===== src/rtl/lkv_pkg.sv =====
// shared types and constants of the lru key/value cache
package lkv_pkg;

  localparam int unsigned DEPTH = 16;
  localparam int unsigned KEY_W = 32;
  localparam int unsigned VAL_W = 32;
  localparam int unsigned CAP_W = 5;
  localparam int unsigned OCC_W = $clog2(DEPTH + 1);

  localparam logic signed [VAL_W-1:0] READ_MISS = '1;

  localparam logic MODE_GET = 1'b0;
  localparam logic MODE_SET = 1'b1;

  typedef struct packed {
    logic lookup;  // capture compare result of the presented key
    logic shift;   // load key, value and valid from the upstream neighbor
  } cell_ctl_t;

endpackage


===== src/rtl/lkv_cell.sv =====
// one position of the recency stack: key, value, valid and a match flag
module lkv_cell (
  input  logic                                   clk_i,
  input  logic                                   rst_ni,
  input  lkv_pkg::cell_ctl_t                     ctl_i,
  input  logic signed [lkv_pkg::KEY_W-1:0]       cmp_key_i,
  input  logic signed [lkv_pkg::KEY_W-1:0]       up_key_i,
  input  logic signed [lkv_pkg::VAL_W-1:0]       up_val_i,
  input  logic                                   up_valid_i,
  output logic signed [lkv_pkg::KEY_W-1:0]       key_o,
  output logic signed [lkv_pkg::VAL_W-1:0]       val_o,
  output logic                                   valid_o,
  output logic                                   match_o
);

  logic signed [lkv_pkg::KEY_W-1:0] key_q;
  logic signed [lkv_pkg::VAL_W-1:0] val_q;
  logic                             valid_q, valid_d;
  logic                             match_q, match_d;

  always_comb begin
    valid_d = ctl_i.shift ? up_valid_i : valid_q;
    match_d = ctl_i.lookup ? (valid_q && (key_q == cmp_key_i)) : match_q;
  end

  always_ff @(posedge clk_i or negedge rst_ni) begin
    if (!rst_ni) begin
      valid_q <= 1'b0;
      match_q <= 1'b0;
    end else begin
      valid_q <= valid_d;
      match_q <= match_d;
    end
  end

  // payload needs no reset
  always_ff @(posedge clk_i) begin
    if (ctl_i.shift) begin
      key_q <= up_key_i;
      val_q <= up_val_i;
    end
  end

  assign key_o   = key_q;
  assign val_o   = val_q;
  assign valid_o = valid_q;
  assign match_o = match_q;

endmodule


===== src/rtl/lru_key_value_cache_core.sv =====
// top level of the lru key/value cache: cell chain, sequencer and output register
// result path: a get is compared on its input transfer and its result is loaded into the output
//   register at the end of its shift cycle, which waits while an earlier result is not taken
// input: a new item is taken only after the compare cycle and the shift cycle of the last one
//   in the cell chain; a pending result that is not taken holds the next get in its shift cycle
// reset: rst_ni asynchronous active low empties the stack, clears occupancy and sets
//   capacity to 16; no clearing pass, the block is ready right after reset
module lru_key_value_cache_core (
  input  logic                                   clk_i,
  input  logic                                   rst_ni,
  input  logic                                   cfg_we_i,
  input  logic [lkv_pkg::CAP_W-1:0]              cfg_wdata_i,
  input  logic                                   in_valid_i,
  output logic                                   in_ready_o,
  input  logic                                   in_mode_i,
  input  logic signed [lkv_pkg::KEY_W-1:0]       in_key_i,
  input  logic signed [lkv_pkg::VAL_W-1:0]       in_value_i,
  output logic                                   out_valid_o,
  input  logic                                   out_ready_i,
  output logic                                   out_hit_o,
  output logic signed [lkv_pkg::VAL_W-1:0]       out_read_value_o
);

  localparam int unsigned D = lkv_pkg::DEPTH;

  typedef enum logic {ST_IDLE, ST_UPDATE} state_e;

  state_e                              state_q;
  logic                                op_mode_q;
  logic signed [lkv_pkg::KEY_W-1:0]    op_key_q;
  logic signed [lkv_pkg::VAL_W-1:0]    op_val_q;
  logic [lkv_pkg::CAP_W-1:0]           cap_q;
  logic [lkv_pkg::OCC_W-1:0]           occ_q;
  logic                                out_valid_q, out_hit_q;
  logic signed [lkv_pkg::VAL_W-1:0]    out_val_q;

  logic signed [lkv_pkg::KEY_W-1:0]    cell_key [D];
  logic signed [lkv_pkg::VAL_W-1:0]    cell_val [D];
  logic [D-1:0]                        cell_valid;
  logic [D-1:0]                        cell_match;
  logic [D-1:0]                        shift_en;

  logic                                in_fire, upd_fire, res_load, hit_any, room;
  logic signed [lkv_pkg::VAL_W-1:0]    hit_val;
  logic signed [lkv_pkg::VAL_W-1:0]    top_val;
  logic [lkv_pkg::OCC_W-1:0]           eff_cap;

  assign in_ready_o = (state_q == ST_IDLE);
  assign in_fire    = in_valid_i && in_ready_o;
  // a get waits in its shift cycle until the output register is free
  assign upd_fire   = (state_q == ST_UPDATE) &&
                      ((op_mode_q == lkv_pkg::MODE_SET) || !out_valid_q || out_ready_i);
  assign res_load   = upd_fire && (op_mode_q == lkv_pkg::MODE_GET);

  assign hit_any = |cell_match;

  always_comb begin
    hit_val = '0;
    for (int unsigned i = 0; i < D; i++) begin
      hit_val = hit_val | (cell_match[i] ? cell_val[i] : '0);
    end
  end

  // capacity clamped to 1 .. DEPTH
  always_comb begin
    if (cap_q == '0) begin
      eff_cap = lkv_pkg::OCC_W'(1);
    end else if (32'(cap_q) > D) begin
      eff_cap = lkv_pkg::OCC_W'(D);
    end else begin
      eff_cap = lkv_pkg::OCC_W'(cap_q);
    end
  end

  assign room    = occ_q < eff_cap;
  assign top_val = (op_mode_q == lkv_pkg::MODE_SET) ? op_val_q : hit_val;

  // shift window: positions up to the hit, up to occupancy on insert, up to the bottom on evict, none on a miss
  for (genvar i = 0; i < D; i++) begin : g_shift
    logic [D-1:0] below;
    logic         win;
    assign below = cell_match >> i;
    if (i == 0) begin : g_top
      always_comb begin
        if (hit_any) begin
          win = |below;
        end else if (op_mode_q == lkv_pkg::MODE_SET) begin
          win = room ? 1'b1 : cell_valid[i];
        end else begin
          win = 1'b0;
        end
      end
    end else begin : g_rest
      always_comb begin
        if (hit_any) begin
          win = |below;
        end else if (op_mode_q == lkv_pkg::MODE_SET) begin
          win = room ? cell_valid[i-1] : cell_valid[i];
        end else begin
          win = 1'b0;
        end
      end
    end
    assign shift_en[i] = upd_fire && win;
  end

  for (genvar i = 0; i < D; i++) begin : g_cell
    lkv_pkg::cell_ctl_t                ctl;
    logic signed [lkv_pkg::KEY_W-1:0]  up_key;
    logic signed [lkv_pkg::VAL_W-1:0]  up_val;
    logic                              up_valid;
    assign ctl.lookup = in_fire;
    assign ctl.shift  = shift_en[i];
    if (i == 0) begin : g_head
      assign up_key   = op_key_q;
      assign up_val   = top_val;
      assign up_valid = 1'b1;
    end else begin : g_link
      assign up_key   = cell_key[i-1];
      assign up_val   = cell_val[i-1];
      assign up_valid = cell_valid[i-1];
    end
    lkv_cell u_cell (
      .clk_i      (clk_i),
      .rst_ni     (rst_ni),
      .ctl_i      (ctl),
      .cmp_key_i  (in_key_i),
      .up_key_i   (up_key),
      .up_val_i   (up_val),
      .up_valid_i (up_valid),
      .key_o      (cell_key[i]),
      .val_o      (cell_val[i]),
      .valid_o    (cell_valid[i]),
      .match_o    (cell_match[i])
    );
  end

  always_ff @(posedge clk_i or negedge rst_ni) begin
    if (!rst_ni) begin
      state_q     <= ST_IDLE;
      op_mode_q   <= lkv_pkg::MODE_GET;
      op_key_q    <= '0;
      op_val_q    <= '0;
      cap_q       <= lkv_pkg::CAP_W'(16);
      occ_q       <= '0;
      out_valid_q <= 1'b0;
      out_hit_q   <= 1'b0;
      out_val_q   <= lkv_pkg::READ_MISS;
    end else begin
      if (cfg_we_i) begin
        cap_q <= cfg_wdata_i;
      end
      if (res_load) begin
        out_valid_q <= 1'b1;
        out_hit_q   <= hit_any;
        out_val_q   <= hit_any ? hit_val : lkv_pkg::READ_MISS;
      end else if (out_valid_q && out_ready_i) begin
        out_valid_q <= 1'b0;
      end
      unique case (state_q)
        ST_IDLE: begin
          if (in_fire) begin
            op_mode_q <= in_mode_i;
            op_key_q  <= in_key_i;
            op_val_q  <= in_value_i;
            state_q   <= ST_UPDATE;
          end
        end
        ST_UPDATE: begin
          if (upd_fire) begin
            state_q <= ST_IDLE;
            if ((op_mode_q == lkv_pkg::MODE_SET) && !hit_any && room) begin
              occ_q <= occ_q + lkv_pkg::OCC_W'(1);
            end
          end
        end
        default: state_q <= ST_IDLE;
      endcase
    end
  end

  assign out_valid_o      = out_valid_q;
  assign out_hit_o        = out_hit_q;
  assign out_read_value_o = out_val_q;

endmodule


===== config.mk =====
export PLATFORM = sky130hd
export DESIGN_NAME = lru_key_value_cache_core
export DESIGN_NICKNAME = d
export VERILOG_FILES = /design/src/rtl/lkv_pkg.sv /design/src/rtl/lkv_cell.sv /design/src/rtl/lru_key_value_cache_core.sv
export SDC_FILE = /design/constraint.sdc
export NUM_CORES = 1
export LEC_CHECK = 0
export ABC_AREA = 1
export BUFFER_PORTS_ARGS = -buffer_cell sky130_fd_sc_hd__buf_2
export CORE_UTILIZATION = 30
export CTS_BUF_LIST = sky130_fd_sc_hd__clkbuf_16
export DETAILED_ROUTE_END_ITERATION = 8
export PLACE_DENSITY = 0.54
export SETUP_SLACK_MARGIN = 0.5
export SYNTH_ARGS = -nofsm -noshare
export SYNTH_HDL_FRONTEND = slang
export SYNTH_HIERARCHICAL = 1
export SYNTH_SLANG_ARGS = --single-unit

===== constraint.sdc =====
create_clock -name clk_i -period 6.6 [get_ports clk_i]
set_input_delay 0.33 -clock clk_i [delete_from_list [all_inputs] [get_ports clk_i]]
set_output_delay 0.33 -clock clk_i [all_outputs]
set_load 0.05 [all_outputs]

==> results.cfg <==
[cts]
cts_root_buf = clkbuf_16
cts_sinks = 1166
cts_tree = done
clockBufferDepth = 3
h-tree-depth = 3
clk_latency_ns = 0.73
cts_buffers = 118
path_clk_slew_ns = 0.06
cts_setup_buffers = 0
cts_resized = 0

[global_routing]
gr-total-overflow = 0
grt_use_total_pct = 15.3
grt_max_degree = 66
grt_pass1_vias = 30800
grt_pass1_wl_um = 195000
antenna_found_initial = 1

[worst_setup_path]
critPathKind = reg -> reg
crit_required_ns = 7.20
endpoint = g_cell[3].u_cell/valid_o
path_max_fanout = 33
critPathLaunch = cap_q[4]
crit_path_end_kind = register
critPathLaunchType = register
reg2reg_depth = 10
r2r-end = g_cell[3].u_cell/valid_o
worstPathArrival_ns = 4.69
rr_startpoint = cap_q[4]
r2r_slack_ns = 2.51

[floorplanning]
die_x_um = 411
ioPinCount = 110
initial_core_util_pct = 30.3
rows = 149
dieArea_um2 = 169000
core-area_um2 = 165000
die_y_um = 411

[sta]
report.final.slew_viol_count = 0
worst_pin_slew_ns = 1.27
finalCriticalPeriod_ns = 4.09
max_freq_ghz = 0.245
max_slew_margin_pct = 15.3
hold_violations = 0
setup_violations = 0
fin_crit_sh_pct = 61.9
setup_tns_ns = 0
rsz0062_at_grt = false
worst_clock_skew_ns = 0.0292

[synthesis]
synth_seq_area_share_pct = 68.6
synth_edf_count = 1024
synth_seq_cells = 1166
yosysMostFrequentCell = nand2_1
syn-num-nets = 4789
async_flop_share_pct = 12.2
yosysUniqueCellTypes = 48
yosysTopAreaCell = edfxtp_1
avgSynthCellArea_um2 = 10.6
synthesis.instances = 4709
synth_common_cells = 1,683 x nand2_1, 1,024 x edfxtp_1, 692 x inv_1
yosys-top-cells-area = edfxtp_1 61%, nand2_1 13%, dfrtp_1 5.4%
synth-main-ff-cell = edfxtp_1
synthesis.area_um2 = 50100
synth_top_cell_area_share_pct = 61.4
yosys_warnings = 6

[pwr]
peakVddDrop_mv = 0.247
power.density_nw_per_um2 = 295
p_leak_nw = 23.4
p_total_mw = 17.1

[layout]
final_nets = 5008
syn_to_final_growth_pct = 15.2
fillers = 16300
drive_above_1_share_pct = 9.68

[detailed_routing]
drc = 14
drt-total-wl_um = 130000
ant_nets = 0
vias = 32000
wl_per_cell_um = 17.9
dr.pass1.iters = 8
via_per_inst = 4.43
drtIter0Drc = 2985

[placement]
dp_hpwl_um = 93900
portBuffers = 109
routabilityCongestion = 0.863

[run_status]
violations = DRC
status = complete, but fails checks

[worst_hold_path]
hold_class = in -> reg

[run]
maxCapViolCount = 0
[worst min path at each step]
stage	from	to	slack [ns]	depth (start not counted)
2_1_floorplan	rst_ni	cap_q[0]	0.03	0
3_3_place_gp	rst_ni	op_val_q[9]	0.36	1
3_5_place_dp	rst_ni	op_val_q[5]	0.36	1
4_1_cts	cfg_wdata_i[4]	cap_q[4]	0.05	3
5_1_grt	cfg_wdata_i[4]	cap_q[4]	0.05	3
6_report	cfg_wdata_i[4]	cap_q[4]	0.09	3
[placed cells by master, fill, tap and decap left out, types with 8 or more instances in the layout]
cell	n
clkinv_1	34
dfrtp_2	9
clkbuf_16	119
o22ai_1	16
nor2_2	35
nand3_1	100
edfxtp_1	1024
dlygate4sd3_1	40
buf_2	108
a22o_1	30
or2_2	34
buf_4	44
o21ai_0	60
a21oi_1	31
inv_1	716
o21a_1	15
xor2_1	33
o22a_1	8
nand2_1	1680
dfstp_2	33
nand4_1	153
dfrtp_1	100
nor2_1	308
a21oi_4	13
nor3_1	24
a31oi_1	23
xnor2_1	114
mux2_2	19
or2_1	9
clkinv_2	21
bufinv_16	12
or2_0	13
[critical path, cell delays in order, from the launching register on]
cell and delay (ns):
dfstp_2 0.52, inv_1 0.08, ha_1 0.31, a21o_1 0.19, nor2_2 0.55, nand2_2 0.38, nand2_1 0.16, nand3_1 0.12
a21oi_4 1.00, buf_12 0.30, mux2_2 0.35
[state kept, by name (all words and copies together), names as in the netlist]
signal	flops
cap_q	5
g_cell.u_cell/key_o	512
g_cell.u_cell/match_o	16
g_cell.u_cell/val_o	512
g_cell.u_cell/valid_o	16
g_cell.up_key	32
occ_q	5
op_mode_q	1
op_val_q	32
out_hit_o	1
out_read_value_o	32
out_valid_o	1
state_q	1
[per-layer routing]
metal / GRT usage, % / part of all wire (%) / vias to the layer above
li1: - / - / 15700
met1: 23.1 / 49 / 15300
met2: 22.1 / 42 / 862
met3: 2.83 / 7.3 / 139
met4: 4.21 / 2.0 / 0
met5: 0 / 0 / -
[metrics by stage]
step | setup slack (ns) | cells | instance area (um^2) | hold slack [ns] | util [%]
finish | 2.51 | 7221 | 57700 | 0.0851 | 34.9
global route | 2.24 | 7220 | 57700 | 0.0543 | 34.9
CTS | 2.52 | 7219 | 57700 | 0.0542 | 34.9
detailed placement | 2.53 | 6957 | 53500 | 0.359 | 32.4
global placement | 2.51 | 6957 | 53500 | 0.362 | 32.4
floorplan | 1.12 | 4709 | 50100 | 0.0344 | -
[layout make-up]
cell class,count,area [um^2],area share [%]
clock inverter,103,838,1.45
antenna,2,5.00,0.00867
sequential,1166,34400,59.5
timing repair buffer,196,1340,2.33
clock buffer,119,2980,5.16
tap,2189,2740,4.75
multi-input combinational,2750,12800,22.2
inverter,696,2620,4.54
[timing repair]
| item | CTS | global route |
|---|---|---|
| hold buffers | 40 | 0 |
| endpoints found under the setup margin | 0 | 0 |
| hold endpoints to repair | 101 | 0 |
[power breakdown]
group / total (mW) / internal, mW / switching [mW]
logic: 1.41 / 0.413 / 0.994
registers: 9.04 / 8.72 / 0.313
clock network: 6.61 / 3.74 / 2.87
total: 17.1 / 12.9 / 4.18
[logic make-up (layout without fill, tap and decap cells)]
kind of cell,count (synthesis),after routing,synth area share (%)
flip-flops,1166,1166,68.6
multiplexers,19,19,0.427
other,1,3,0.00749
AO/OA/AOI/OAI,201,201,2.49
buffers and inverters,793,1114,6.18
adder cells (fa/ha/maj),5,5,0.125
AND/OR/NAND/NOR,2377,2377,19.6
XOR/XNOR,147,147,2.57
Note: power is estimated with default switching activity, not from simulation.
